## config.mk

```make
export PLATFORM = sky130hd
export DESIGN_NAME = midi_track_event_parser
export DESIGN_NICKNAME = d
export VERILOG_FILES = /design/src/hdl/mtep_pkg.sv /design/src/hdl/mtep_in_reg.sv /design/src/hdl/mtep_core.sv /design/src/hdl/mtep_out_reg.sv /design/src/hdl/midi_track_event_parser.sv
export SDC_FILE = /design/constraint.sdc
export NUM_CORES = 1
export LEC_CHECK = 0
export BUFFER_PORTS_ARGS = -buffer_cell sky130_fd_sc_hd__buf_2
export CAP_MARGIN = 20
export CORE_ASPECT_RATIO = 0.75
export CORE_MARGIN = 1.5
export CORE_UTILIZATION = 35
export DETAILED_ROUTE_END_ITERATION = 6
export GPL_TIMING_DRIVEN = 0
export SLEW_MARGIN = 15
export SYNTH_ARGS = -nofsm -noshare
export SYNTH_HDL_FRONTEND = slang
export SYNTH_HIERARCHICAL = 1
export SYNTH_SLANG_ARGS = --single-unit
export TNS_END_PERCENT = 20
```

## constraint.sdc

```tcl
create_clock -name clk -period 12.3 [get_ports clk]
set_input_delay 0.615 -clock clk [delete_from_list [all_inputs] [get_ports clk]]
set_output_delay 0.615 -clock clk [all_outputs]
set_load 0.02 [all_outputs]
```

## src/hdl/mtep_pkg.sv

```systemverilog
// ----------------------------------------------------------------------------
// mtep_pkg
// Shared types and constants for the MIDI track event parser.
// ----------------------------------------------------------------------------
package mtep_pkg;

	typedef enum logic [3:0] {
		PH_DELTA  = 4'd0,
		PH_STATUS = 4'd1,
		PH_DATA1  = 4'd2,
		PH_DATA2  = 4'd3,
		PH_MTYPE  = 4'd4,
		PH_MLEN1  = 4'd5,
		PH_MLEN   = 4'd6,
		PH_MSKIP  = 4'd7,
		PH_TEMPO  = 4'd8,
		PH_XLEN   = 4'd9,
		PH_XDATA  = 4'd10
	} phase_t;

	localparam logic [2:0] KIND_CHANNEL = 3'd0;
	localparam logic [2:0] KIND_TEMPO   = 3'd1;
	localparam logic [2:0] KIND_SYSEX   = 3'd2;
	localparam logic [2:0] KIND_EOT     = 3'd3;
	localparam logic [2:0] KIND_ERROR   = 3'd4;

	localparam logic [7:0] DATA_MASK    = 8'h7F;
	localparam logic [7:0] STATUS_BIT   = 8'h80;
	localparam logic [7:0] META_STATUS  = 8'hFF;
	localparam logic [7:0] META_EOT     = 8'h2F;
	localparam logic [7:0] META_TEMPO   = 8'h51;
	localparam logic [7:0] SYSEX_START  = 8'hF0;
	localparam logic [7:0] SYSEX_ESCAPE = 8'hF7;
	localparam logic [7:0] TEMPO_LEN    = 8'h03;

	typedef struct packed {
		logic [7:0] data_byte;
		logic       last_byte;
	} beat_t;

	typedef struct packed {
		logic [2:0]  kind;
		logic [31:0] delta;
		logic [7:0]  status;
		logic [7:0]  lead_data;
		logic [7:0]  second_data;
		logic [23:0] tempo;
		logic        sysex_end;
	} result_t;

endpackage

```

## src/hdl/mtep_in_reg.sv

```systemverilog
// ----------------------------------------------------------------------------
// mtep_in_reg
// Input register: captures one body byte per beat ahead of the decoder.
// ----------------------------------------------------------------------------
module mtep_in_reg (
	input  logic            clk,
	input  logic            arst_n,
	input  logic            item_valid,
	output logic            item_ready,
	input  mtep_pkg::beat_t beat,
	input  logic            advance,
	output logic            valid_s1,
	output mtep_pkg::beat_t beat_s1
);
	import mtep_pkg::*;

	logic valid_q;

	assign item_ready = !valid_q || advance;
	assign valid_s1   = valid_q;

	always_ff @(posedge clk or negedge arst_n) begin
		if (!arst_n) begin
			valid_q <= 1'b0;
		end else if (item_ready) begin
			valid_q <= item_valid;
		end
	end

	always_ff @(posedge clk) begin
		if (item_valid && item_ready) begin
			beat_s1 <= beat;
		end
	end

endmodule

```

## src/hdl/mtep_core.sv

```systemverilog
// ----------------------------------------------------------------------------
// mtep_core
// Parser state and one-byte decode: delta times, running status, meta and
// sysex handling, truncation.
// ----------------------------------------------------------------------------
module mtep_core (
	input  logic              clk,
	input  logic              arst_n,
	input  logic              step,
	input  mtep_pkg::beat_t   beat_s1,
	output logic              emit,
	output mtep_pkg::result_t result
);
	import mtep_pkg::*;

	phase_t      phase_q, phase_n;
	logic [7:0]  rs_q, rs_n;
	logic [31:0] dacc_q, dacc_n;
	logic [31:0] carry_q, carry_n;
	logic [7:0]  held_q, held_n;
	logic [7:0]  mtype_q, mtype_n;
	logic [31:0] rem_q, rem_n;
	logic [23:0] tacc_q, tacc_n;
	logic        ended_q, ended_n;

	logic [7:0]  b;
	logic        last;
	logic        done;
	logic [31:0] len_base;

	assign b    = beat_s1.data_byte;
	assign last = beat_s1.last_byte;

	always_comb begin
		phase_n  = phase_q;
		rs_n     = rs_q;
		dacc_n   = dacc_q;
		carry_n  = carry_q;
		held_n   = held_q;
		mtype_n  = mtype_q;
		rem_n    = rem_q;
		tacc_n   = tacc_q;
		ended_n  = ended_q;
		done     = 1'b0;
		emit     = 1'b0;
		result   = '0;
		len_base = '0;

		if (!ended_q) begin
			case (phase_q)
				PH_DELTA: begin
					dacc_n = {dacc_q[24:0], b[6:0]};
					if ((b & STATUS_BIT) == 8'h00) begin
						phase_n = PH_STATUS;
					end
				end
				PH_STATUS: begin
					if ((b & STATUS_BIT) != 8'h00) begin
						rs_n = b;
						if (b < SYSEX_START) begin
							phase_n = PH_DATA1;
						end else if (b == META_STATUS) begin
							phase_n = PH_MTYPE;
						end else if (b == SYSEX_START || b == SYSEX_ESCAPE) begin
							rem_n   = '0;
							phase_n = PH_XLEN;
						end else begin
							emit        = 1'b1;
							result.kind = KIND_ERROR;
							ended_n     = 1'b1;
							done        = 1'b1;
						end
					end else if (rs_q inside {[8'h80:8'hEF]}) begin
						// data under running status
						if (rs_q[7:4] != 4'hC && rs_q[7:4] != 4'hD) begin
							held_n  = b;
							phase_n = PH_DATA2;
						end else begin
							emit             = 1'b1;
							result.kind      = KIND_CHANNEL;
							result.lead_data = b;
							phase_n          = PH_DELTA;
							done             = 1'b1;
						end
					end else begin
						emit        = 1'b1;
						result.kind = KIND_ERROR;
						ended_n     = 1'b1;
						done        = 1'b1;
					end
				end
				PH_DATA1: begin
					if (rs_q[7:4] != 4'hC && rs_q[7:4] != 4'hD) begin
						held_n  = b;
						phase_n = PH_DATA2;
					end else begin
						emit             = 1'b1;
						result.kind      = KIND_CHANNEL;
						result.lead_data = b;
						phase_n          = PH_DELTA;
						done             = 1'b1;
					end
				end
				PH_DATA2: begin
					emit               = 1'b1;
					result.kind        = KIND_CHANNEL;
					result.lead_data   = held_q;
					result.second_data = b;
					phase_n            = PH_DELTA;
					done               = 1'b1;
				end
				PH_MTYPE: begin
					if (b == META_EOT) begin
						emit        = 1'b1;
						result.kind = KIND_EOT;
						ended_n     = 1'b1;
						done        = 1'b1;
					end else begin
						mtype_n = b;
						phase_n = PH_MLEN1;
					end
				end
				PH_MLEN1, PH_MLEN: begin
					if (phase_q == PH_MLEN1 && mtype_q == META_TEMPO && b == TEMPO_LEN) begin
						rem_n   = 32'd3;
						tacc_n  = '0;
						phase_n = PH_TEMPO;
					end else begin
						len_base = (phase_q == PH_MLEN1) ? 32'd0 : rem_q;
						rem_n    = {len_base[24:0], b[6:0]};
						if ((b & STATUS_BIT) != 8'h00) begin
							phase_n = PH_MLEN;
						end else if (rem_n == 32'd0) begin
							// empty meta: fold its delta into the next event
							carry_n = carry_q + dacc_q;
							dacc_n  = '0;
							phase_n = PH_DELTA;
							done    = 1'b1;
						end else begin
							phase_n = PH_MSKIP;
						end
					end
				end
				PH_MSKIP: begin
					rem_n = rem_q - 32'd1;
					if (rem_n == 32'd0) begin
						carry_n = carry_q + dacc_q;
						dacc_n  = '0;
						phase_n = PH_DELTA;
						done    = 1'b1;
					end
				end
				PH_TEMPO: begin
					tacc_n = {tacc_q[15:0], b};
					rem_n  = rem_q - 32'd1;
					if (rem_n == 32'd0) begin
						emit         = 1'b1;
						result.kind  = KIND_TEMPO;
						result.tempo = tacc_n;
						phase_n      = PH_DELTA;
						done         = 1'b1;
					end
				end
				PH_XLEN: begin
					rem_n = {rem_q[24:0], b[6:0]};
					if ((b & STATUS_BIT) == 8'h00) begin
						if (rem_n == 32'd0) begin
							carry_n = carry_q + dacc_q;
							dacc_n  = '0;
							phase_n = PH_DELTA;
							done    = 1'b1;
						end else begin
							phase_n = PH_XDATA;
						end
					end
				end
				PH_XDATA: begin
					rem_n            = rem_q - 32'd1;
					emit             = 1'b1;
					result.kind      = KIND_SYSEX;
					result.lead_data = b;
					result.sysex_end = (rem_n == 32'd0);
					if (rem_n == 32'd0) begin
						phase_n = PH_DELTA;
						done    = 1'b1;
					end
				end
				default: begin
					phase_n = PH_DELTA;
				end
			endcase
		end

		// delta and status as seen at the emit; a fired emit clears the sums
		if (emit) begin
			result.delta  = carry_n + dacc_n;
			result.status = rs_n;
			carry_n       = '0;
			dacc_n        = '0;
		end

		if (last) begin
			// truncated track: unless this byte completed an event, replace its output with an error
			if (!ended_q && !done) begin
				result        = '0;
				result.kind   = KIND_ERROR;
				result.delta  = carry_n + dacc_n;
				result.status = rs_n;
				emit          = 1'b1;
			end
			phase_n = PH_DELTA;
			rs_n    = '0;
			dacc_n  = '0;
			carry_n = '0;
			held_n  = '0;
			mtype_n = '0;
			rem_n   = '0;
			tacc_n  = '0;
			ended_n = 1'b0;
		end
	end

	always_ff @(posedge clk or negedge arst_n) begin
		if (!arst_n) begin
			phase_q <= PH_DELTA;
			rs_q    <= '0;
			dacc_q  <= '0;
			carry_q <= '0;
			held_q  <= '0;
			mtype_q <= '0;
			rem_q   <= '0;
			tacc_q  <= '0;
			ended_q <= 1'b0;
		end else if (step) begin
			phase_q <= phase_n;
			rs_q    <= rs_n;
			dacc_q  <= dacc_n;
			carry_q <= carry_n;
			held_q  <= held_n;
			mtype_q <= mtype_n;
			rem_q   <= rem_n;
			tacc_q  <= tacc_n;
			ended_q <= ended_n;
		end
	end

endmodule

```

## src/hdl/mtep_out_reg.sv

```systemverilog
// ----------------------------------------------------------------------------
// mtep_out_reg
// Result register: holds one decoded event until the consumer takes it.
// ----------------------------------------------------------------------------
module mtep_out_reg (
	input  logic              clk,
	input  logic              arst_n,
	input  logic              valid_s1,
	input  logic              emit,
	input  mtep_pkg::result_t result,
	input  logic              result_ready,
	output logic              advance,
	output logic              result_valid,
	output mtep_pkg::result_t result_s2
);
	import mtep_pkg::*;

	logic valid_q;

	// move the stage-1 beat whenever the result slot is free or draining
	assign advance      = valid_s1 && (!valid_q || result_ready);
	assign result_valid = valid_q;

	always_ff @(posedge clk or negedge arst_n) begin
		if (!arst_n) begin
			valid_q <= 1'b0;
		end else if (advance) begin
			valid_q <= emit;
		end else if (result_ready) begin
			valid_q <= 1'b0;
		end
	end

	always_ff @(posedge clk) begin
		if (advance && emit) begin
			result_s2 <= result;
		end
	end

endmodule

```

## src/hdl/midi_track_event_parser.sv

```systemverilog
// ----------------------------------------------------------------------------
// midi_track_event_parser
// Standard MIDI file track event parser, one track body byte per beat.
// ----------------------------------------------------------------------------
// Accepts one byte per clock while results are taken, and produces at most one
// event per byte. A byte passes an input register, is decoded combinationally
// against the parser state, and lands in a result register, from which its
// event is offered; while the result register is full and not read, the byte
// waits in the input register. The result register frees as it is read, so a
// new byte is taken in the same cycle that a waiting event leaves.
module midi_track_event_parser (
	input  logic        clk,
	input  logic        arst_n,
	input  logic        item_valid,
	output logic        item_ready,
	input  logic [7:0]  data_byte,
	input  logic        last_byte,
	output logic        result_valid,
	input  logic        result_ready,
	output logic [2:0]  kind,
	output logic [31:0] delta,
	output logic [7:0]  status,
	output logic [7:0]  lead_data,
	output logic [7:0]  second_data,
	output logic [23:0] tempo,
	output logic        sysex_end
);
	import mtep_pkg::*;

	beat_t   beat;
	beat_t   beat_s1;
	logic    valid_s1;
	logic    advance;
	logic    emit;
	result_t result;
	result_t result_s2;

	assign beat.data_byte = data_byte;
	assign beat.last_byte = last_byte;

	mtep_in_reg u_in_reg (
		.clk        (clk),
		.arst_n     (arst_n),
		.item_valid (item_valid),
		.item_ready (item_ready),
		.beat       (beat),
		.advance    (advance),
		.valid_s1   (valid_s1),
		.beat_s1    (beat_s1)
	);

	mtep_core u_core (
		.clk     (clk),
		.arst_n  (arst_n),
		.step    (advance),
		.beat_s1 (beat_s1),
		.emit    (emit),
		.result  (result)
	);

	mtep_out_reg u_out_reg (
		.clk          (clk),
		.arst_n       (arst_n),
		.valid_s1     (valid_s1),
		.emit         (emit),
		.result       (result),
		.result_ready (result_ready),
		.advance      (advance),
		.result_valid (result_valid),
		.result_s2    (result_s2)
	);

	assign kind        = result_s2.kind;
	assign delta       = result_s2.delta;
	assign status      = result_s2.status;
	assign lead_data   = result_s2.lead_data;
	assign second_data = result_s2.second_data;
	assign tempo       = result_s2.tempo;
	assign sysex_end   = result_s2.sysex_end;

endmodule

```

==> results.sh, run 1 <==
export IMPL_crit_top_cell="sky130_fd_sc_hd__o21ai_0"
export IMPL_finClkSkew_ns=0.01070
export IMPL_post_route_drc_count=0
export IMPL_dominantRegCellSynth="sky130_fd_sc_hd__dfrtp_1"
export IMPL_die_height_um=189.9
export IMPL_antenna_found_initial=0
export IMPL_synth_largest_area_cell="sky130_fd_sc_hd__dfrtp_1"
export IMPL_p_sw_mw=1.256
export IMPL_netlist_area_leader_share=0.2195
export IMPL_switching_share=0.4026
export IMPL_antenna_cells=0
export IMPL_hp_start="data_byte[3]"
export IMPL_drt_total_wl_um=52040
export IMPL_drtPass1Iterations=5
export IMPL_synth_area_um2=16300
export IMPL_post_route_antenna_net_violation_count=0
export IMPL_cts_resized=0
export IMPL_synthesis_instances=1850
export IMPL_syn_area_per_cell_um2=8.812
export IMPL_rows=68
export IMPL_cts_htree_levels=1
export IMPL_critical_path_cell_with_the_highest_stage_delay="sky130_fd_sc_hd__clkbuf_1"
export IMPL_root_buffer="sky130_fd_sc_hd__clkbuf_16"
export IMPL_areaGrowthSynthToFinish_pct=14.86
export IMPL_min_to="u_in_reg/beat_s1[4]"
export IMPL_maxCapViolCount=0
export IMPL_finalWeightedCongestion=0.9264
export IMPL_globalRouteOverflowTotal=0
export IMPL_startpoint_type="flip-flop"
export IMPL_num_io_pins=99
export IMPL_totalNegativeSetupSlack_ns=0
export IMPL_tightest_slew_ns=1.117
export IMPL_slew_viol_final=0
export IMPL_via_count_of_the_first_global_routing_pass=14010
export IMPL_comb_power_share=0.368
export IMPL_cp_end_kind="flip-flop"
export IMPL_yosysSeqAreaShare=0.3908
export IMPL_postCtsSetupRepairBufs=0
export IMPL_drt_iter0_drc=1426
export IMPL_synth_ff_latch_count=236
export IMPL_area_of_the_die_um2=47890
export IMPL_setup_repair_after_global_routing_missed_its_margin="no"
export IMPL_tritoncts_clock_tree="done"
export IMPL_worst_r2r_startpoint="u_core/rem_q[0]"
export IMPL_cp_data_required_time_ns=12.68
export IMPL_ys_top_cells_by_area="sky130_fd_sc_hd__dfrtp_1 22%, sky130_fd_sc_hd__edfxtp_1 17%, sky130_fd_sc_hd__ha_1 7.3%, sky130_fd_sc_hd__a21oi_1 4.4%, sky130_fd_sc_hd__nor2_1 4.2%"
export IMPL_fp_coreArea_um2=46030
export IMPL_vdd_ir_drop_max_v=0.0001322
export IMPL_post_route_cells_drive_above_1_share=0.1016
export IMPL_share_of_synthesized_flip_flops_with_an_asynchronous_set_or_reset=0.6059
export IMPL_cts_hold_buffers_added=1
export IMPL_holdWs_ns=0.2070
export IMPL_p_leak_nw=8.550
export IMPL_grt_max_degree=91
export IMPL_grtUsageTotal=0.2169
export IMPL_detailed_place_hpwl_um=38930
export IMPL_fmaxAchievable_mhz=119.9
export IMPL_slowest_delay_ns=0.70
export IMPL_yosysWarningCount=6
export IMPL_cts_path_max_buffers=3
export IMPL_cts_buffers=29
export IMPL_rr_worst_depth=24
export IMPL_p_clk_frac=0.295
export IMPL_finalHoldViolations=0
export IMPL_detail_route_vias_per_cell=5.604
export IMPL_postSynthNetCount=1961
export IMPL_timing_critical_path_fanout_max=10
export IMPL_rr_endpoint="u_out_reg/result_s2[80]"
export IMPL_tritoncts_num_sinks=236
export IMPL_worstPathBufferInverterCount=3
export IMPL_worst_ep_arrival_time_ns=8.72
export IMPL_r2r_slack_ns=3.96
export IMPL_worst_path_dominant_cell_family="compound AO/OA/AOI/OAI gates"
export IMPL_start_util=0.3542
export IMPL_number_of_vias_after_detailed_routing=14780
export IMPL_hold_path_class="primary input to flip-flop"
export IMPL_synth_edf_count=93
export IMPL_die_width_um=252.2
export IMPL_netlist_cell_type_count=85
export IMPL_cp_cell_sequence="inv_1 > ha_1 > nor3b_2 > nand4_2 > nor3_1 > a41oi_1 > o31ai_1 > nand4_1 > a31oi_4 > clkbuf_1 > buf_1 > nor2_1 > ha_1 > a21o_1 > a21oi_1 > o21ai_0 > a32oi_1 > o211ai_1 > a211oi_1 > o21ai_0 > o21ai_0 > o21ai_0 > or4_1 > o211ai_1"
export IMPL_layout_min_cycle_time_ns=8.340
export IMPL_worstSetupPathType="flip-flop to flip-flop"
export IMPL_worstHoldPathCells=1
export IMPL_portBuffers=98
export IMPL_detail_route_wl_per_cell_um=19.73
export IMPL_finalPower_mw=3.118
export IMPL_result_of_the_run="finished clean"
export IMPL_finalSetupViolCount=0
export IMPL_clkLatencyLatePin_ns=0.58
export IMPL_max_slew_margin_rel=0.2494
export IMPL_powerDensity_nw_per_um2=166.5
export IMPL_synth_most_common_cell="sky130_fd_sc_hd__nor2_1"
export IMPL_most_common_library_cells_after_synthesis="183 x sky130_fd_sc_hd__nor2_1, 169 x sky130_fd_sc_hd__nand2_1, 144 x sky130_fd_sc_hd__a21oi_1"
export IMPL_power_internal_mw=1.863
export IMPL_seq_power_share=0.336
export IMPL_grt_first_pass_wirelength_um=81710
export IMPL_fin_nets=2095
export IMPL_worst_setup_hold_path_clk_slew_ns=0.06
export IMPL_fin_crit_sh=0.6781
==> per-layer routing <==
layer,global-route usage,part of all wire,vias up
li1,-,-,6996
met1,0.3344,0.50,7147
met2,0.3038,0.40,586
met3,0.05541,0.089,49
met4,0.03616,0.015,0
met5,0,0,-
==> flip-flops by register name, indices dropped and copies added, names as in the netlist <==
| signal | cells |
|---|---|
| u_out_reg/result_valid | 1 |
| u_core/dacc_q | 32 |
| u_core/carry_q | 32 |
| u_core/phase_q | 4 |
| u_core/mtype_q | 8 |
| u_in_reg/valid_s1 | 1 |
| u_core/rs_q | 8 |
| u_core/held_q | 8 |
| u_out_reg/result_s2 | 84 |
| u_core/tacc_q | 16 |
| u_core/ended_q | 1 |
| u_core/rem_q | 32 |
| u_in_reg/beat_s1 | 9 |
==> cells in the final DEF, fill, tap and decap left out, types with 21 or more instances in the layout <==
| cell | count |
|---|---|
| sky130_fd_sc_hd__inv_1 | 114 |
| sky130_fd_sc_hd__xor2_1 | 41 |
| sky130_fd_sc_hd__clkbuf_1 | 75 |
| sky130_fd_sc_hd__nor3_1 | 36 |
| sky130_fd_sc_hd__nand2_1 | 169 |
| sky130_fd_sc_hd__edfxtp_1 | 93 |
| sky130_fd_sc_hd__ha_1 | 95 |
| sky130_fd_sc_hd__a21o_1 | 54 |
| sky130_fd_sc_hd__nor2b_1 | 23 |
| sky130_fd_sc_hd__nand3_1 | 27 |
| sky130_fd_sc_hd__a22o_1 | 51 |
| sky130_fd_sc_hd__a21oi_1 | 144 |
| sky130_fd_sc_hd__nand2b_1 | 31 |
| sky130_fd_sc_hd__clkbuf_16 | 29 |
| sky130_fd_sc_hd__dfrtp_1 | 143 |
| sky130_fd_sc_hd__buf_2 | 108 |
| sky130_fd_sc_hd__o21ai_0 | 135 |
| sky130_fd_sc_hd__o22ai_1 | 51 |
| sky130_fd_sc_hd__nor2_1 | 182 |
| sky130_fd_sc_hd__xnor2_1 | 62 |
| sky130_fd_sc_hd__and2_1 | 21 |
| sky130_fd_sc_hd__a22oi_1 | 52 |
==> stage by stage <==
step           utilization  worst slack [ns]  std cells  instance area, µm²
3_5_place_dp        0.3842             4.253       2582               17690
3_3_place_gp        0.3819             4.279       2578               17580
2_1_floorplan            -             6.580       1850               16300
6_report            0.4068             3.960       2637               18720
5_1_grt             0.4068             3.359       2637               18720
4_1_cts             0.4066             4.179       2637               18720
==> final cells by class <==
type,count,area [µm²]
Multi-Input combinational cell,1408,9129
Clock buffer,35,758.2
Fill cell,4527,27300
Buffer,90,375.4
Clock inverter,19,261.5
Timing Repair Buffer,103,605.6
Inverter,116,435.4
Tap cell,630,788.3
Sequential cell,236,6371
==> how the worst max path moves through the flow <==
stage / startpoint / to / slack (ns) / cells after the start
2_1_floorplan: u_core/rem_q[0] / u_out_reg/result_s2[80] / 6.58 / 25
3_3_place_gp: u_core/rem_q[13] / u_out_reg/result_s2[80] / 4.28 / 23
3_5_place_dp: u_core/rem_q[0] / u_out_reg/result_s2[80] / 4.25 / 24
4_1_cts: u_core/rem_q[0] / u_out_reg/result_s2[80] / 4.18 / 24
5_1_grt: u_core/rem_q[0] / u_out_reg/result_s2[80] / 3.36 / 24
6_report: u_core/rem_q[0] / u_out_reg/result_s2[80] / 3.96 / 24
==> power groups by stage <==
stage / sequential (mW) / combinational [mW] / clock (mW)
2_1_floorplan: 1.12 / 0.667 / 0
3_5_place_dp: 1.06 / 1.13 / 0
5_1_grt: 1.06 / 1.26 / 0.977
6_report: 1.05 / 1.15 / 0.921
4_1_cts: 1.05 / 1.14 / 0.947
3_3_place_gp: 1.07 / 1.10 / 0
==> logic make-up (layout without fill, tap and decap cells) <==
group	after synthesis	count (layout)	synth area share
mux	20	20	0.01266
xor+xnor	103	103	0.05534
simple gates	577	577	0.1710
buf+inv	206	363	0.04973
compound gates	610	610	0.2438
flops	236	236	0.3908
fa+ha+maj	98	98	0.07660
(Power assumes the default switching activity.)
==> run 2: changes to the inputs <==
Settings changed: ABC_AREA set to 1.
Clock period 12.3 ns to 8.3 ns, I/O delays scaled along.
==> results.sh, run 2 <==
export IMPL_fin_nets=2484
export IMPL_hold_path_class="primary input to flip-flop"
export IMPL_num_io_pins=99
export IMPL_areaGrowthSynthToFinish_pct=13.71
export IMPL_vdd_ir_drop_max_v=0.0001656
export IMPL_portBuffers=98
export IMPL_fin_crit_sh=0.8351
export IMPL_drtPass1Iterations=6
export IMPL_syn_area_per_cell_um2=7.548
export IMPL_worstSetupPathType="flip-flop to flip-flop"
export IMPL_crit_top_cell="sky130_fd_sc_hd__nand2_1"
export IMPL_start_util=0.3556
export IMPL_clkLatencyLatePin_ns=0.58
export IMPL_dp_worst_setup_slack_ns=1.585
export IMPL_maxCapViolCount=0
export IMPL_powerDensity_nw_per_um2=243.7
export IMPL_cts_path_max_buffers=3
export IMPL_finalWeightedCongestion=0.9572
export IMPL_slowest_delay_ns=0.57
export IMPL_share_of_synthesized_flip_flops_with_an_asynchronous_set_or_reset=0.6059
export IMPL_post_route_drc_count=0
export IMPL_critical_path_cell_with_the_highest_stage_delay="sky130_fd_sc_hd__o221ai_1"
export IMPL_setup_repair_after_global_routing_missed_its_margin="no"
export IMPL_worst_setup_hold_path_clk_slew_ns=0.07
export IMPL_detail_route_vias_per_cell=5.484
export IMPL_die_width_um=256.8
export IMPL_netlist_cell_type_count=59
export IMPL_layout_min_cycle_time_ns=6.931
export IMPL_hp_start="data_byte[4]"
export IMPL_drt_iter0_drc=1870
export IMPL_rows=69
export IMPL_grt_max_degree=91
export IMPL_synth_most_common_cell="sky130_fd_sc_hd__nand2_1"
export IMPL_die_height_um=193.4
export IMPL_synth_largest_area_cell="sky130_fd_sc_hd__dfrtp_1"
export IMPL_via_count_of_the_first_global_routing_pass=15510
export IMPL_holdWs_ns=0.02467
export IMPL_layout_setup_ws_ns=1.369
export IMPL_netlist_area_leader_share=0.2116
export IMPL_cp_end_kind="flip-flop"
export IMPL_area_of_the_die_um2=49670
export IMPL_detail_route_wl_per_cell_um=19.61
export IMPL_startpoint_type="flip-flop"
export IMPL_final_cell_mix="531 x sky130_fd_sc_hd__nand2_1, 248 x sky130_fd_sc_hd__inv_1, 215 x sky130_fd_sc_hd__nor2_1"
export IMPL_p_leak_nw=8.870
export IMPL_postSynthNetCount=2352
export IMPL_root_buffer="sky130_fd_sc_hd__clkbuf_16"
export IMPL_synth_area_um2=16910
export IMPL_tritoncts_num_sinks=236
export IMPL_tritoncts_clock_tree="done"
export IMPL_startpoint="u_core/rem_q[0]"
export IMPL_grt_first_pass_wirelength_um=91310
export IMPL_finalSetupViolCount=0
export IMPL_antenna_found_initial=0
export IMPL_final_common_cell="sky130_fd_sc_hd__nand2_1"
export IMPL_grtUsageTotal=0.2336
export IMPL_result_of_the_run="finished clean"
export IMPL_largest_register="u_out_reg/result_s2"
export IMPL_max_slew_margin_rel=0.3514
export IMPL_fp_coreArea_um2=47570
export IMPL_totalNegativeSetupSlack_ns=0
export IMPL_worst_ep_arrival_time_ns=7.26
export IMPL_cp_data_required_time_ns=8.63
export IMPL_placed_cells=2982
export IMPL_finalHoldViolations=0
export IMPL_fmaxAchievable_mhz=144.3
export IMPL_yosysSeqAreaShare=0.3767
export IMPL_slew_viol_final=0
export IMPL_postCtsSetupRepairBufs=0
export IMPL_yosysWarningCount=6
export IMPL_tightest_slew_ns=0.9693
export IMPL_most_common_library_cells_after_synthesis="531 x sky130_fd_sc_hd__nand2_1, 248 x sky130_fd_sc_hd__inv_1, 215 x sky130_fd_sc_hd__nor2_1"
export IMPL_finClkSkew_ns=0.02336
export IMPL_number_of_vias_after_detailed_routing=16630
export IMPL_synth_ff_latch_count=236
export IMPL_max_ffs_per_register=84
export IMPL_finalNonFillerCells=3033
export IMPL_detailed_place_hpwl_um=47310
export IMPL_synthesis_instances=2241
export IMPL_globalRouteOverflowTotal=0
export IMPL_cts_htree_levels=1
export IMPL_finalPower_mw=4.688
export IMPL_drt_total_wl_um=59470
export IMPL_post_route_cells_drive_above_1_share=0.09733
export IMPL_synth_edf_count=93
export IMPL_antenna_cells=0
export IMPL_worst_r2r_startpoint="u_core/rem_q[0]"
export IMPL_timing_critical_path_fanout_max=10
export IMPL_dominantRegCellSynth="sky130_fd_sc_hd__dfrtp_1"
export IMPL_cts_buffers=27
export IMPL_ys_top_cells_by_area="sky130_fd_sc_hd__dfrtp_1 21%, sky130_fd_sc_hd__edfxtp_1 17%, sky130_fd_sc_hd__nand2_1 12%, sky130_fd_sc_hd__ha_1 7.0%, sky130_fd_sc_hd__inv_1 5.5%"
export IMPL_post_route_antenna_net_violation_count=0
==> run 2: changes by cell type after synthesis, moves of 23 or more <==
cell                       delta
sky130_fd_sc_hd__nand3_1     +72
sky130_fd_sc_hd__nand2b_1    -31
sky130_fd_sc_hd__o22ai_1     +33
sky130_fd_sc_hd__nor2b_1     -23
sky130_fd_sc_hd__nor2_1      +32
sky130_fd_sc_hd__inv_1      +134
sky130_fd_sc_hd__nand2_1    +362
sky130_fd_sc_hd__xnor2_1     -27
sky130_fd_sc_hd__clkbuf_1    -29
sky130_fd_sc_hd__a21o_1      -48
sky130_fd_sc_hd__a22oi_1     -30
==> run 2: metrics by stage <==
stage                     utilization  instance area (µm²)
after floorplan                     -                16920
after global placement         0.3827                18210
after detailed placement       0.3849                18310
after CTS                      0.4044                19230
after global routing           0.4044                19230
final                          0.4044                19230
==> run 2: repair_timing <==
item                                    4_1_cts  5_1_grt
hold buffers                                  1        0
endpoints found under the hold margin        53        0
endpoints found under the setup margin        0        0
resized for setup                             0        0
==> run 2: critical path, delay by kind of cell, from the launching register on <==
family          cells  cell delay, ns
flops               1            0.45
simple gates       18            2.31
fa+ha+maj           2            0.52
xor+xnor            1            0.16
compound gates      8            2.57
buf+inv             3            0.69
==> run 2: cell type report <==
class	count	area, µm²
inverter	263	993.5
buffer	60	290.3
timing repair buffer	103	598.1
sequential	236	6371
clock inverter	20	226.5
clock buffer	30	686.9
multi-input combinational	1682	9269
tap	639	799.5
fill	4933	28330
==> run 2: power by group <==
part	switching (mW)	total, mW	internal, mW
Clock	0.531	1.26	0.727
Combinational	1.30	1.81	0.511
Sequential	0.135	1.62	1.48
==> run 2: cell families (layout without fill, tap and decap cells) <==
kind of cell | count (synthesis) | after routing | synth area share
AOI/OAI and AO/OA | 534 | 534 | 0.1917
xor gates and xnor gates | 67 | 67 | 0.03469
adders and majority gates | 98 | 98 | 0.07382
buffers and inverters | 323 | 476 | 0.07589
DFF | 236 | 236 | 0.3767
and+or+nand+nor | 983 | 983 | 0.2472
==> run 2: path summary, 6_finish.rpt <==
kind                                           end  slack, ns  depth (start not counted)
setup / recovery           u_out_reg/result_s2[72]       1.37                         32
hold / removal                 u_in_reg/beat_s1[5]       0.02                          1
setup reg to reg           u_out_reg/result_s2[72]       1.37                         32
hold reg to reg                  u_core/mtype_q[7]       0.49                          2
max in group asynchronous       u_core/carry_q[26]       7.10                          3
min in group asynchronous         u_core/rem_q[11]       0.36                          2
==> run 2: layer usage <==
layer  GRT usage  routed length, µm  vias to the layer above
li1            -                  -                     7957
met1      0.3837              30350                     7908
met5           0                  0                        -
met4     0.03900                828                        0
met3     0.04101               5293                       51
met2      0.3129              23000                      716
